--- config.mk ---
export PLATFORM = sky130hd
export DESIGN_NAME = nms_div
export DESIGN_NICKNAME = d
export VERILOG_FILES = /design/src/design/nms_pkg.sv /design/src/design/nms_div.sv
export SDC_FILE = /design/constraint.sdc
export NUM_CORES = 1
export LEC_CHECK = 0
export BUFFER_PORTS_ARGS = -buffer_cell sky130_fd_sc_hd__buf_2
export CAP_MARGIN = 20
export CORE_ASPECT_RATIO = 2
export CORE_MARGIN = 1
export CORE_UTILIZATION = 30
export DETAILED_ROUTE_END_ITERATION = 12
export SYNTH_ARGS = -nofsm -noshare
export SYNTH_HDL_FRONTEND = slang
export SYNTH_SLANG_ARGS = --single-unit
--- constraint.sdc ---
create_clock -name aclk -period 4.07 [get_ports aclk]
set_input_delay 0.6105 -clock aclk [delete_from_list [all_inputs] [get_ports aclk]]
set_output_delay 0.6105 -clock aclk [all_outputs]
set_load 0.01 [all_outputs]
--- src/design/nms_pkg.sv ---
package nms_pkg;

    // Item function codes.
    localparam logic [1:0] FUNC_CLEAR  = 2'd0;
    localparam logic [1:0] FUNC_ADD    = 2'd1;
    localparam logic [1:0] FUNC_NORM   = 2'd2;
    localparam logic [1:0] FUNC_READ   = 2'd3;

    // Wave shape codes.
    localparam logic [1:0] SHAPE_SINE     = 2'd0;
    localparam logic [1:0] SHAPE_SAW      = 2'd1;
    localparam logic [1:0] SHAPE_SQUARE   = 2'd2;
    localparam logic [1:0] SHAPE_TRIANGLE = 2'd3;

    // Configuration register indexes.
    localparam logic [1:0] REG_WAVE_SHAPE    = 2'd0;
    localparam logic [1:0] REG_TOTAL_SAMPLES = 2'd1;
    localparam logic [1:0] REG_RAMP_SAMPLES  = 2'd2;

    // Reset values and fixed arithmetic constants.
    localparam logic [1:0]  WAVE_SHAPE_RESET    = 2'd0;
    localparam logic [14:0] TOTAL_SAMPLES_RESET = 15'd16384;
    localparam logic [15:0] RAMP_SAMPLES_RESET  = 16'd2205;
    localparam logic [23:0] PEAK_RESET          = 24'd3;
    localparam logic [31:0] GAIN_RESET          = 32'd644245094;
    localparam logic [31:0] GAIN_NUM            = 32'd1932735283;
    localparam longint unsigned SINE_PI_Q30     = 64'd3373259426;

    // Shared divider width.
    localparam int DIV_W   = 32;
    localparam int DIV_CW  = $clog2(DIV_W);
    localparam int DIVS_W  = 24;

    typedef struct packed {
        logic [1:0]  func;
        logic [15:0] start_index;
        logic [15:0] note_length;
        logic [23:0] phase_step;
        logic [15:0] velocity;
        logic [13:0] read_index;
    } nms_in_t;

    typedef struct packed {
        logic signed [15:0] sample_out;
        logic [13:0]        sample_index;
    } nms_out_t;

    typedef struct packed {
        logic [1:0]  wave_shape;
        logic [14:0] total_samples;
        logic [15:0] ramp_samples;
    } nms_cfg_t;

endpackage

--- src/design/nms_div.sv ---
module nms_div (
    input  logic                       aclk,
    input  logic                       aresetn,
    input  logic                       start,
    input  logic [nms_pkg::DIV_W-1:0]  dividend,
    input  logic [nms_pkg::DIVS_W-1:0] divisor,
    output logic                       busy,
    output logic                       done,
    output logic [nms_pkg::DIV_W-1:0]  quotient
);
    import nms_pkg::*;

    logic              busy_reg;
    logic              done_reg;
    logic [DIV_CW-1:0] cnt_reg;
    logic [DIV_W-1:0]  dvd_reg;
    logic [DIV_W-1:0]  quo_reg;
    logic [DIVS_W-1:0] dvs_reg;
    logic [DIVS_W-1:0] rem_reg;
    logic [DIVS_W:0]   rem_shift;
    logic              fits;

    // One restoring step: bring down the next dividend bit and try a subtract.
    assign rem_shift = {rem_reg, dvd_reg[DIV_W-1]};
    assign fits      = rem_shift >= {1'b0, dvs_reg};

    always_ff @(posedge aclk) begin
        if (!aresetn) begin
            busy_reg <= 1'b0;
            done_reg <= 1'b0;
            cnt_reg  <= '0;
        end else begin
            done_reg <= 1'b0;
            if (start) begin
                busy_reg <= 1'b1;
                cnt_reg  <= '0;
                dvd_reg  <= dividend;
                dvs_reg  <= divisor;
                rem_reg  <= '0;
                quo_reg  <= '0;
            end else if (busy_reg) begin
                dvd_reg <= {dvd_reg[DIV_W-2:0], 1'b0};
                quo_reg <= {quo_reg[DIV_W-2:0], fits};
                rem_reg <= fits ? DIVS_W'(rem_shift - {1'b0, dvs_reg})
                                : rem_shift[DIVS_W-1:0];
                cnt_reg <= cnt_reg + 1'b1;
                if (cnt_reg == DIV_CW'(DIV_W - 1)) begin
                    busy_reg <= 1'b0;
                    done_reg <= 1'b1;
                end
            end
        end
    end

    assign busy     = busy_reg;
    assign done     = done_reg;
    assign quotient = quo_reg;

endmodule

==> results by group <==
Detailed routing
  • Drt total wl: 13300 µm
  • Drt first pass iters: 4
  • Final ANT Viol Nets: 0
  • Wirelength per Cell: 15.9 µm
  • Vias per cell: 4.69
  • # DRC: 0
  • Initial drt markers: 266
  • Vias: 3915

Yosys
  • Simple-gate share of the synthesized area: 10.4%
  • Count of cell types in the netlist: 50
  • YS warnings: 0
  • Area share of fa/ha/maj cells after synthesis: 5.84%
  • Area share of the largest cell type after synthesis: 56.9%
  • Ys async rst share: 0%
  • Seq/Total Area, Yosys: 59.2%
  • Compound-gate portion of the synthesized area: 9.33%
  • Largest family of logic cells by synthesized area: simple AND/OR/NAND/NOR gates
  • Syn_area_per_cell: 12.8 µm²
  • Post-synthesis mux area share: 8.10%
  • Top_reg_cell synth: edfxtp_1
  • Mapped cell area: 0.00591 mm²
  • Number of enable flip-flop cells after synthesis: 112
  • Area leader, netlist: edfxtp_1
  • XOR/XNOR Fraction of Synth Area: 3.55%
  • Syn_nets: 547
  • Seq cells post-synth: 119
  • Dominant cells by area after synthesis: edfxtp_1, mux2_2, ha_1
  • Cells after Synth: 461

STA
  • Fin crit period: 3.01 ns
  • Clock skew: 0.00862 ns
  • Rel. slew slack: 53.4%
  • Tcrit/Tclk final: 73.9%
  • Max frequency: 0.333 GHz
  • Setup TNS: 0 ns
  • Final hold slack: 0.356 ns
  • Final Slew Violations: 0
  • Unrepaired setup endpoints after global routing: false
  • Worst-Margin Slew: 0.699 ns
  • Final hold vios: 0
  • Setup ws final: 1.06 ns
  • Setup violators final: 0

Min path
  • Worst hold stages: 1
  • Worst Hold Class: in -> reg
  • Hold path start: divisor[1]
  • WHS Endpoint: dvs_reg[1]$_DFFE_PP_

Placed design
  • Port-buffer cells: 92
  • Setup WS pre-CTS: 1.09 ns
  • Final Wtd Congestion: 0.852
  • DP HPWL: 9450 µm
  • Placed Instance Area: 0.00668 mm²
  • Placed cells: 801

Setup path
  • FF-to-FF Start: rem_reg[4]$_SDFFCE_PP0P_
  • Req. time, crit path: 4.22 ns
  • CP arrival: 3.16 ns
  • Slowest stage cell, crit path: or3_1
  • Buf/Inv on CP: 1
  • Setup slack, reg-to-reg: 1.06 ns
  • Cell chain of the critical path: ha_1 > o21ai_0 > a21oi_1 > o211a_1 > or3_1 > a2111oi_4 > nor2_2 > buf_12 > mux2i_1 > nor2_1
  • Reg2reg path depth: 10
  • Crit path kind: reg -> reg
  • Reg-to-Reg End: rem_reg[9]$_SDFFCE_PP0P_
  • Crit-path max FO: 15
  • Kind of cell adding the most delay to the critical path: compound AO/OA/AOI/OAI gates
  • Critical Path Sink Type: flop
  • Max incr delay on CP: 0.45 ns
  • Critical Path Start Type: flop

Die
  • DIE AREA: 0.0203 mm²
  • Core area: 0.0193 mm²
  • Row cnt: 72
  • Die width: 101 µm
  • Ports: 93
  • DIE HEIGHT: 201 µm
  • Starting density of the core: 30.7%

Global routing
  • GRT overflow: 0
  • Initial antenna violation count: 2
  • Largest net degree at the start of global routing: 51
  • GRT Total Usage: 13.9%
  • First-pass GRT wire length: 21100 µm
  • Vias in the first global route: 4300

CTS
  • Clock tree buffer depth: 2
  • Postcts setup bufs: 0
  • Skew-Pair Late Insertion Delay: 0.43 ns
  • Clock sinks: 119
  • Post-CTS sizing: 0
  • Cts bufs inserted: 17
  • CTS tree: built
  • # hold bufs at CTS: 0
  • CTS H-tree depth: 4
  • CTS clk-pin slew, worst paths: 0.06 ns
  • Root buffer selected by CTS: clkbuf_16

Layout
  • Filler cell count: 1927
  • Final net count: 647
  • Non-Filler Instances: 835
  • Fin area: 0.00729 mm²
  • Multi-input logic area: 0.00221 mm²
  • Share of layout cells above drive strength 1: 29.8%
  • Area delta synth->final: 23.2%
  • Register Area: 0.00350 mm²

Outcome
  • Status: finished clean

Power
  • Power Dens Cells: 506 mW/mm²
  • Leak: 2.92 nW
  • Worst IR Drop VDD: 0.310 mV

Run
  • Max Cap Viol: 0
per-stage QoR:
step,power (W),util (%)
2_1_floorplan,0.00199,-
3_3_place_gp,0.00215,34.6
3_5_place_dp,0.00216,34.6
4_1_cts,0.00372,37.8
5_1_grt,0.00384,37.8
6_report,0.00368,37.8
where the power goes:
part | total, W | internal (W) | switching (W)
combinational | 0.000643 | 0.000282 | 0.000361
clock | 0.00154 | 0.000966 | 0.000578
sequential | 0.00150 | 0.00146 | 0.0000405
total | 0.00368 | 0.00270 | 0.000980
final cells by class:
| class | instances | area share, % |
|---|---|---|
| Tap cell | 259 | 4.45 |
| Clock inverter | 14 | 2.37 |
| Antenna cell | 2 | 0.0687 |
| Sequential cell | 119 | 48.1 |
| Inverter | 31 | 1.60 |
| Timing Repair Buffer | 99 | 7.21 |
| Clock buffer | 18 | 5.89 |
| Multi-Input combinational cell | 293 | 30.3 |
cell families (layout without fill, tap and decap cells):
| kind of cell | count (synthesis) | after routing |
|---|---|---|
| xor gates and xnor gates | 24 | 24 |
| DFF | 119 | 119 |
| buffers and inverters | 49 | 162 |
| and+or+nand+nor | 121 | 121 |
| adders and majority gates | 27 | 27 |
| muxes | 44 | 44 |
| other | 0 | 2 |
| AOI/OAI and AO/OA | 77 | 77 |
cells in the final DEF (no fill, tap or decap), drive strengths merged, types with 7 or more instances in the layout:
master	n
mux2	31
xor2	9
edfxtp	112
nor2b	37
nor2	31
dfxtp	7
xnor2	15
mux2i	13
clkbuf	18
ha	26
inv	34
o21ai	12
nand2	25
buf	99
a21oi	22
a211oi	10
layer usage:
metal  track usage [%]  vias up  share of wire, %
li1                  -     1882                 -
met1              13.4     1900                37
met2              25.1       94                55
met3              2.96       39               3.5
met4              10.3        0               4.3
met5                 0        -                 0
worst max path at each step:
stage                             startpoint  slack, ns                  endpoint  cells past startpoint
floorplan                              start       0.67  dvd_reg[0]$_SDFFCE_PN0P_                      2
global placement    rem_reg[3]$_SDFFCE_PP0P_       1.14  rem_reg[4]$_SDFFCE_PP0P_                     10
detailed placement  rem_reg[4]$_SDFFCE_PP0P_       1.09  rem_reg[4]$_SDFFCE_PP0P_                     10
CTS                 rem_reg[4]$_SDFFCE_PP0P_       1.07  rem_reg[9]$_SDFFCE_PP0P_                     10
global route        rem_reg[5]$_SDFFCE_PP0P_       0.93  rem_reg[6]$_SDFFCE_PP0P_                     10
finish              rem_reg[4]$_SDFFCE_PP0P_       1.06  rem_reg[9]$_SDFFCE_PP0P_                     10
synthesized netlist by cell type, types with 2 or more instances:
cell type and number:
a211oi_1 6, a211oi_2 4, a21boi_0 2, a21o_1 5
a21oi_1 21, a221o_1 3, a31oi_1 2, a32oi_1 2
and2_1 3, and3_1 5, buf_1 4, buf_6 3
clkbuf_1 10, dfxtp_1 7, edfxtp_1 112, ha_1 26
inv_1 31, mux2_2 31, mux2i_1 13, nand2_1 25
nand2b_1 6, nand3_1 3, nand4_1 5, nor2_1 30
nor2b_1 37, nor3_1 3, o21a_1 3, o21ai_0 11
o22ai_1 5, xnor2_1 15, xor2_1 9
Power figures use the tool's default switching activity.
