[src/design/nms_pkg.sv]
package nms_pkg;

    // Item function codes.
    localparam logic [1:0] FUNC_CLEAR  = 2'd0;
    localparam logic [1:0] FUNC_ADD    = 2'd1;
    localparam logic [1:0] FUNC_NORM   = 2'd2;
    localparam logic [1:0] FUNC_READ   = 2'd3;

    // Wave shape codes.
    localparam logic [1:0] SHAPE_SINE     = 2'd0;
    localparam logic [1:0] SHAPE_SAW      = 2'd1;
    localparam logic [1:0] SHAPE_SQUARE   = 2'd2;
    localparam logic [1:0] SHAPE_TRIANGLE = 2'd3;

    // Configuration register indexes.
    localparam logic [1:0] REG_WAVE_SHAPE    = 2'd0;
    localparam logic [1:0] REG_TOTAL_SAMPLES = 2'd1;
    localparam logic [1:0] REG_RAMP_SAMPLES  = 2'd2;

    // Reset values and fixed arithmetic constants.
    localparam logic [1:0]  WAVE_SHAPE_RESET    = 2'd0;
    localparam logic [14:0] TOTAL_SAMPLES_RESET = 15'd16384;
    localparam logic [15:0] RAMP_SAMPLES_RESET  = 16'd2205;
    localparam logic [23:0] PEAK_RESET          = 24'd3;
    localparam logic [31:0] GAIN_RESET          = 32'd644245094;
    localparam logic [31:0] GAIN_NUM            = 32'd1932735283;
    localparam longint unsigned SINE_PI_Q30     = 64'd3373259426;

    // Shared divider width.
    localparam int DIV_W   = 32;
    localparam int DIV_CW  = $clog2(DIV_W);
    localparam int DIVS_W  = 24;

    typedef struct packed {
        logic [1:0]  func;
        logic [15:0] start_index;
        logic [15:0] note_length;
        logic [23:0] phase_step;
        logic [15:0] velocity;
        logic [13:0] read_index;
    } nms_in_t;

    typedef struct packed {
        logic signed [15:0] sample_out;
        logic [13:0]        sample_index;
    } nms_out_t;

    typedef struct packed {
        logic [1:0]  wave_shape;
        logic [14:0] total_samples;
        logic [15:0] ramp_samples;
    } nms_cfg_t;

endpackage

[src/design/nms_apb.sv]
module nms_apb (
    input  logic              aclk,
    input  logic              aresetn,
    input  logic              psel,
    input  logic              penable,
    input  logic              pwrite,
    input  logic [3:0]        paddr,
    input  logic [31:0]       pwdata,
    output logic [31:0]       prdata,
    output logic              pready,
    output nms_pkg::nms_cfg_t cfg
);
    import nms_pkg::*;

    logic [1:0]  wave_shape_reg;
    logic [14:0] total_samples_reg;
    logic [15:0] ramp_samples_reg;
    logic [1:0]  reg_index;

    assign reg_index = paddr[3:2];
    assign pready    = 1'b1;

    // Register writes in the access phase; unknown indexes are dropped.
    always_ff @(posedge aclk) begin
        if (!aresetn) begin
            wave_shape_reg    <= WAVE_SHAPE_RESET;
            total_samples_reg <= TOTAL_SAMPLES_RESET;
            ramp_samples_reg  <= RAMP_SAMPLES_RESET;
        end else if (psel && penable && pwrite) begin
            case (reg_index)
                REG_WAVE_SHAPE:    wave_shape_reg    <= pwdata[1:0];
                REG_TOTAL_SAMPLES: total_samples_reg <= pwdata[14:0];
                REG_RAMP_SAMPLES:  ramp_samples_reg  <= pwdata[15:0];
                default: ;
            endcase
        end
    end

    // Read-back mux.
    always_comb begin
        case (reg_index)
            REG_WAVE_SHAPE:    prdata = {30'd0, wave_shape_reg};
            REG_TOTAL_SAMPLES: prdata = {17'd0, total_samples_reg};
            REG_RAMP_SAMPLES:  prdata = {16'd0, ramp_samples_reg};
            default:           prdata = 32'd0;
        endcase
    end

    assign cfg.wave_shape    = wave_shape_reg;
    assign cfg.total_samples = total_samples_reg;
    assign cfg.ramp_samples  = ramp_samples_reg;

endmodule

[config.mk]
export PLATFORM = sky130hd
export DESIGN_NAME = nms_apb
export DESIGN_NICKNAME = d
export VERILOG_FILES = /design/src/design/nms_pkg.sv /design/src/design/nms_apb.sv
export SDC_FILE = /design/constraint.sdc
export NUM_CORES = 1
export LEC_CHECK = 0
export BUFFER_PORTS_ARGS = -buffer_cell sky130_fd_sc_hd__buf_4
export CAP_MARGIN = 20
export CORE_UTILIZATION = 38
export CTS_CLUSTER_SIZE = 25
export DETAILED_ROUTE_END_ITERATION = 10
export GPL_TIMING_DRIVEN = 0
export PLACE_DENSITY_LB_ADDON = 0.25
export SYNTH_ARGS = -nofsm -noshare
export SYNTH_HDL_FRONTEND = slang
export SYNTH_SLANG_ARGS = --single-unit
[constraint.sdc]
create_clock -name aclk -period 1.1 [get_ports aclk]
set_input_delay 0.11 -clock aclk [delete_from_list [all_inputs] [get_ports aclk]]
set_output_delay 0.11 -clock aclk [all_outputs]
set_load 0.05 [all_outputs]
==> results of run 1 <==
==> tightest hold or removal path: stages <==
cell and delay (ns):
buf_4 0.11, nand2_1 0.05, mux2i_1 0.05
==> how the worst max path moves through the flow <==
stage / from / to / slack, ns / cells after the start
final: ramp_samples_reg[0]$_SDFFE_PN1P_ / prdata[0] / -0.04 / 3
after CTS: ramp_samples_reg[0]$_SDFFE_PN1P_ / prdata[0] / -0.04 / 3
after detailed placement: paddr[2] / prdata[7] / -0.35 / 5
after global placement: paddr[2] / prdata[7] / -0.34 / 5
after global routing: ramp_samples_reg[0]$_SDFFE_PN1P_ / prdata[0] / -0.07 / 3
after floorplan: ramp_samples_reg[0]$_SDFFE_PN1P_ / prdata[0] / 0.005 / 2
==> cells by family (layout without fill, tap and decap cells) <==
group	after synthesis	in the layout	share of synthesized area, %
compound gates	22	22	10.76
buf+inv	38	146	16.09
flops	33	33	40.27
simple gates	59	59	15.33
mux	28	28	17.09
other cells	2	17	0.4578
==> routing by layer <==
metal / global-route usage [%] / wire length, um / vias to the layer above
li1: - / - / 823
met1: 27.20 / 2121 / 745
met2: 37.87 / 2498 / 61
met3: 4.730 / 300 / 7
met4: 13.03 / 75 / 0
met5: 0 / 0 / -
==> where the power goes <==
group / switching (mW) / internal, mW
sequential: 0.0120 / 1.21
combinational: 0.421 / 0.282
clock: 0.469 / 0.739
==> through the flow <==
step	util [%]	instances	TNS (ns)	total power [mW]	setup WS, ns
2_1_floorplan	-	197	0	1.687	0.005349
3_3_place_gp	57.84	317	-5.701	1.847	-0.3444
3_5_place_dp	57.84	317	-6.077	1.850	-0.3529
4_1_cts	70.61	353	-0.2935	3.127	-0.04003
5_1_grt	71.49	355	-0.7078	3.220	-0.06801
6_report	71.49	355	-0.4158	3.138	-0.04213
==> synth_stat cells <==
library cell,number,area [um^2]
buf_4,17,127.6
a22o_1,13,113.9
and2_1,2,12.51
nand3_1,7,35.03
and3_1,1,6.260
o21ai_0,2,10.01
nor2_1,1,3.750
and2_4,1,8.760
conb_1,2,7.510
nor2b_2,1,8.760
inv_1,7,26.28
buf_2,3,15.01
buf_6,5,56.30
mux2i_1,28,280.3
buf_12,1,20.02
dfxtp_1,33,660.6
nand2_1,45,168.9
clkbuf_1,5,18.77
o211ai_1,7,52.55
and2b_1,1,7.510
==> layout make-up <==
type,instances,area [um^2],area share [%]
Buffer,30,254.0,8.694
Clock buffer,7,86.33,2.955
Clock inverter,1,30.03,1.028
Inverter,7,26.28,0.8994
Multi-Input combinational cell,126,849.6,29.08
Sequential cell,33,700.7,23.98
Tap cell,50,62.56,2.141
Timing Repair Buffer,101,912.1,31.22
==> repair_timing <==
| item | in CTS | in global routing |
|---|---|---|
| gates cloned | 1 | 0 |
| setup endpoints to repair | 16 | 16 |
| buffers inserted | 28 | 2 |
| pin swaps | 0 | 1 |
| gates resized for setup | 45 | 6 |
| endpoints found under the hold margin | 0 | 0 |
==> results.json, run 1 <==
{
  "crit_chain": "mux2i_2 -> o21ai_4 -> buf_6",
  "p_leak_nw": 1.413,
  "report.final.hold_viol_count": 0,
  "r2r_end": "ramp_samples_reg[2]$_SDFFE_PN1P_",
  "cap_violations": 0,
  "grt_max_degree": 11,
  "drc": 0,
  "clkSlewWorstSetupHoldPaths_ns": 0.07,
  "hold_end": "total_samples_reg[7]$_SDFFE_PN0P_",
  "ys_warn_count": 0,
  "clk_latency_ns": 0.29,
  "cts_made_buffers": 5,
  "track_usage_pct": 22.90,
  "clock-sinks": 33,
  "drv_slew": 0,
  "layout_common_cells": "buf_4 (98), nand2_1 (45), dfxtp_2 (32)",
  "r2r-start": "ramp_samples_reg[2]$_SDFFE_PN1P_",
  "drtIter0Drc": 88,
  "wl_per_cell_um": 14.07,
  "synth_area_um2": 1640,
  "setup_viol": 15,
  "postLayoutCellArea_um2": 2922,
  "cts-hold-fix-buffers": 0,
  "r2r_slack_ns": 0.34,
  "finalCritPeriodShare_pct": 103.8,
  "crit_fanout": 2,
  "crit_path_end_kind": "primary output",
  "diodes": 0,
  "status": "complete, but fails checks",
  "fp-row-count": 23,
  "hold_path_startpoint": "pwdata[7]",
  "fp.dieH_um": 67.70,
  "antenna_found_initial": 0,
  "die_width_um": 67.70,
  "required_ns": 0.99,
  "rr_worst_depth": 3,
  "placed_area_um2": 2364,
  "n_fill_cell": 302,
  "clockRootBuffer": "clkbuf_8",
  "initial_core_util_pct": 40.14,
  "dp_hpwl_um": 3064,
  "violations": "negative setup slack",
  "holdPathStages": 3,
  "max_slew_margin_pct": 62.84,
  "fin_worst_skew_ns": 0,
  "synth_seq_area_share_pct": 40.27,
  "dr.pass1.iters": 4,
  "largest_reg_flops": 16,
  "slowest_stage": "dfxtp_2",
  "crit_type": "flop to primary output",
  "synthCells": 182,
  "power-per-cell-area_nw_per_um2": 1074,
  "overflow": 0,
  "cp.arrival_ns": 1.03,
  "vias": 1636,
  "final_common_cell": "buf_4",
  "crit_family": "flip-flops",
  "coreArea_um2": 4086,
  "vias_per_cell": 4.608,
  "whs_ns": 0.06986,
  "ios": 107,
  "dieArea_um2": 4583,
  "layout_min_cycle_time_ns": 1.142,
  "critPathLaunchType": "flop",
  "htreeDepth": 2,
  "ys_ff_latch": 33,
  "clockBufferDepth": 2,
  "hold_path.class": "primary input to flop",
  "max_freq_mhz": 875.6,
  "drive_above_1_share_pct": 61.31,
  "syn2layout_area_growth_pct": 78.11,
  "final_antenna_net_count": 0,
  "gp_congestion": 0.6924,
  "layout.nets": 345,
  "port_buffers": 70,
  "worst_slew_pin_slew_ns": 0.5574,
  "cts_tree": "yes",
  "avgSynthCellArea_um2": 9.013,
  "peakVddDrop_v": 0.0006793,
  "final.setup.worst_slack_ns": -0.04213,
  "rsz0062_at_grt": "true",
  "max_stage_delay_ns": 0.33,
  "wl_um": 4995,
  "crit_buf_inv": 1,
  "yosysUniqueCellTypes": 20,
  "grt_pass1_wl_um": 7403,
  "grt_pass1_vias": 1509
}
No activity file was read; power rests on OpenSTA's default activity.
==> run 2: changes to the inputs <==
- PLACE_DENSITY: unset -> 0.73
- PLACE_DENSITY_LB_ADDON: 0.25 -> unset
- RECOVER_POWER: unset -> 50
- SKIP_CTS_REPAIR_TIMING: unset -> 1
==> run 2 against run 1 <==
The flow still finishes with violations (negative setup slack). Count of clock-buffer cells in the layout unchanged. Fmax fell by 2.3%. Sequential cell count unchanged. First-iteration DRC count increased by 25%. Hold slack better by 0.0036 ns. Wire length fell by 4.8%. Largest power group unchanged. Highest routed layer unchanged.
==> results.json, run 2 (same netlist as run 1, synthesis figures left out) <==
{
  "required_ns": 0.99,
  "placed_area_um2": 2364,
  "dieArea_um2": 4583,
  "antenna_found_initial": 0,
  "hold_end": "total_samples_reg[3]$_SDFFE_PN0P_",
  "track_usage_pct": 20.34,
  "setup_viol": 15,
  "p_leak_nw": 1.376,
  "power-per-cell-area_nw_per_um2": 1034,
  "layout.nets": 334,
  "cts_made_buffers": 5,
  "die_width_um": 67.70,
  "vias_per_cell": 4.602,
  "critPathLaunchType": "flop",
  "final_common_cell": "buf_4",
  "initial_core_util_pct": 40.14,
  "vias": 1583,
  "clockBufferDepth": 2,
  "final.setup.worst_slack_ns": -0.06954,
  "cap_violations": 0,
  "report.final.hold_viol_count": 0,
  "grt_max_degree": 11,
  "regArea_um2": 704.4,
  "p_int_mw": 2.064,
  "dp.cells": 317,
  "peakVddDrop_v": 0.0006999,
  "hold_path_startpoint": "pwdata[3]",
  "power_frac_comb_pct": 24.0,
  "clockRootBuffer": "clkbuf_8",
  "clockPowerShare_pct": 34.6,
  "fp.dieH_um": 67.70,
  "multi_input_area_um2": 889.6,
  "cts_tree": "yes",
  "clkSlewWorstSetupHoldPaths_ns": 0.08,
  "max_slew_margin_pct": 63.35,
  "r2r_slack_ns": 0.37,
  "gp_congestion": 0.7218,
  "finalCritPeriodShare_pct": 106.3,
  "hold_path.class": "primary input to flop",
  "port_buffers": 70,
  "fp-row-count": 23,
  "r2r-start": "ramp_samples_reg[4]$_SDFFE_PN1P_",
  "worst_slew_pin_slew_ns": 0.5498,
  "crit_path_end_kind": "primary output",
  "crit_fanout": 3,
  "final_cells": 344,
  "overflow": 0,
  "grt_pass1_wl_um": 6658,
  "largest_reg_flops": 16,
  "htreeDepth": 2,
  "whs_ns": 0.07342,
  "status": "complete, but fails checks",
  "drive_above_1_share_pct": 59.86,
  "drtIter0Drc": 110,
  "ios": 107,
  "layout_min_cycle_time_ns": 1.170,
  "dp_slack_ns": -0.3477,
  "syn2layout_area_growth_pct": 74.60,
  "cp.arrival_ns": 1.06,
  "drc": 0,
  "rsz0062_at_grt": "true",
  "coreArea_um2": 4086,
  "crit_type": "flop to primary output",
  "fin_worst_skew_ns": 0,
  "n_fill_cell": 318,
  "drv_slew": 0,
  "p_sw_mw": 0.8973,
  "postLayoutCellArea_um2": 2864,
  "post-route-util_pct": 70.09,
  "pwr-share-seq_pct": 41.4,
  "violations": "negative setup slack",
  "clock-sinks": 33,
  "wl_um": 4754,
  "rr_worst_depth": 3,
  "clk_latency_ns": 0.29,
  "dr.pass1.iters": 4,
  "diodes": 0,
  "max_freq_mhz": 855.0,
  "r2r_end": "ramp_samples_reg[4]$_SDFFE_PN1P_",
  "wl_per_cell_um": 13.82,
  "final_antenna_net_count": 0,
  "holdPathStages": 3,
  "layout_common_cells": "buf_4 (84), nand2_1 (45), dfxtp_2 (29)",
  "dp_hpwl_um": 3138,
  "switching_share_pct": 30.30,
  "grt_pass1_vias": 1383
}
[run 2: cell count changes in the layout (fill, tap and decap cells not counted), moves of 2 or more]
cell       previous run  this run
a22o_4                2         7
dfxtp_2              32        29
a22o_2               11         6
buf_4                98        84
buf_8                15        12
dfxtp_4               0         2
clkbuf_16             0         2
buf_6                10        13
[run 2: cell type report]
cell class	count	share of cell area, %
plain buffers	31	9.174
clock buffers	7	3.364
clock inverters	1	0.1747
inverters	7	0.9174
multi-input cells	126	31.06
flip-flops and latches	33	24.60
well taps	50	2.184
repair buffers	89	28.53
[run 2: stage by stage]
step	power, mW	TNS [ns]
after floorplan	1.687	0
after detailed placement	1.851	-6.156
after global routing	3.078	-1.145
final	2.962	-0.3120
after CTS	2.863	-3.404
after global placement	1.848	-5.587
[run 2: per-layer routing]
| metal | up-vias | track usage, % | part of all wire (%) |
|---|---|---|---|
| met5 | - | 0 | 0 |
| met4 | 0 | 8.777 | 0.72 |
| met3 | 4 | 4.223 | 6.3 |
| met2 | 61 | 32.67 | 50 |
| met1 | 721 | 25.99 | 43 |
| li1 | 797 | - | - |
[run 2: critical path, stage by stage (launching register included)]
cell and delay (ns):
dfxtp_2 0.34, mux2i_2 0.21, o21ai_4 0.07, buf_6 0.15
[run 2: how the worst max path moves through the flow]
| stage | from | endpoint | slack, ns |
|---|---|---|---|
| 2_1_floorplan | ramp_samples_reg[0]$_SDFFE_PN1P_ | prdata[0] | 0.005 |
| 3_3_place_gp | paddr[2] | prdata[7] | -0.33 |
| 3_5_place_dp | paddr[2] | prdata[7] | -0.35 |
| 4_1_cts | paddr[2] | prdata[9] | -0.35 |
| 5_1_grt | ramp_samples_reg[0]$_SDFFE_PN1P_ | prdata[0] | -0.11 |
| 6_report | ramp_samples_reg[0]$_SDFFE_PN1P_ | prdata[0] | -0.07 |
[run 2: power groups by stage]
stage	clock (mW)	combinational (mW)	sequential [mW]
2_1_floorplan	0	0.371	1.32
3_3_place_gp	0	0.592	1.26
3_5_place_dp	0	0.594	1.26
4_1_cts	1.04	0.595	1.23
5_1_grt	1.10	0.750	1.23
6_report	1.02	0.712	1.23
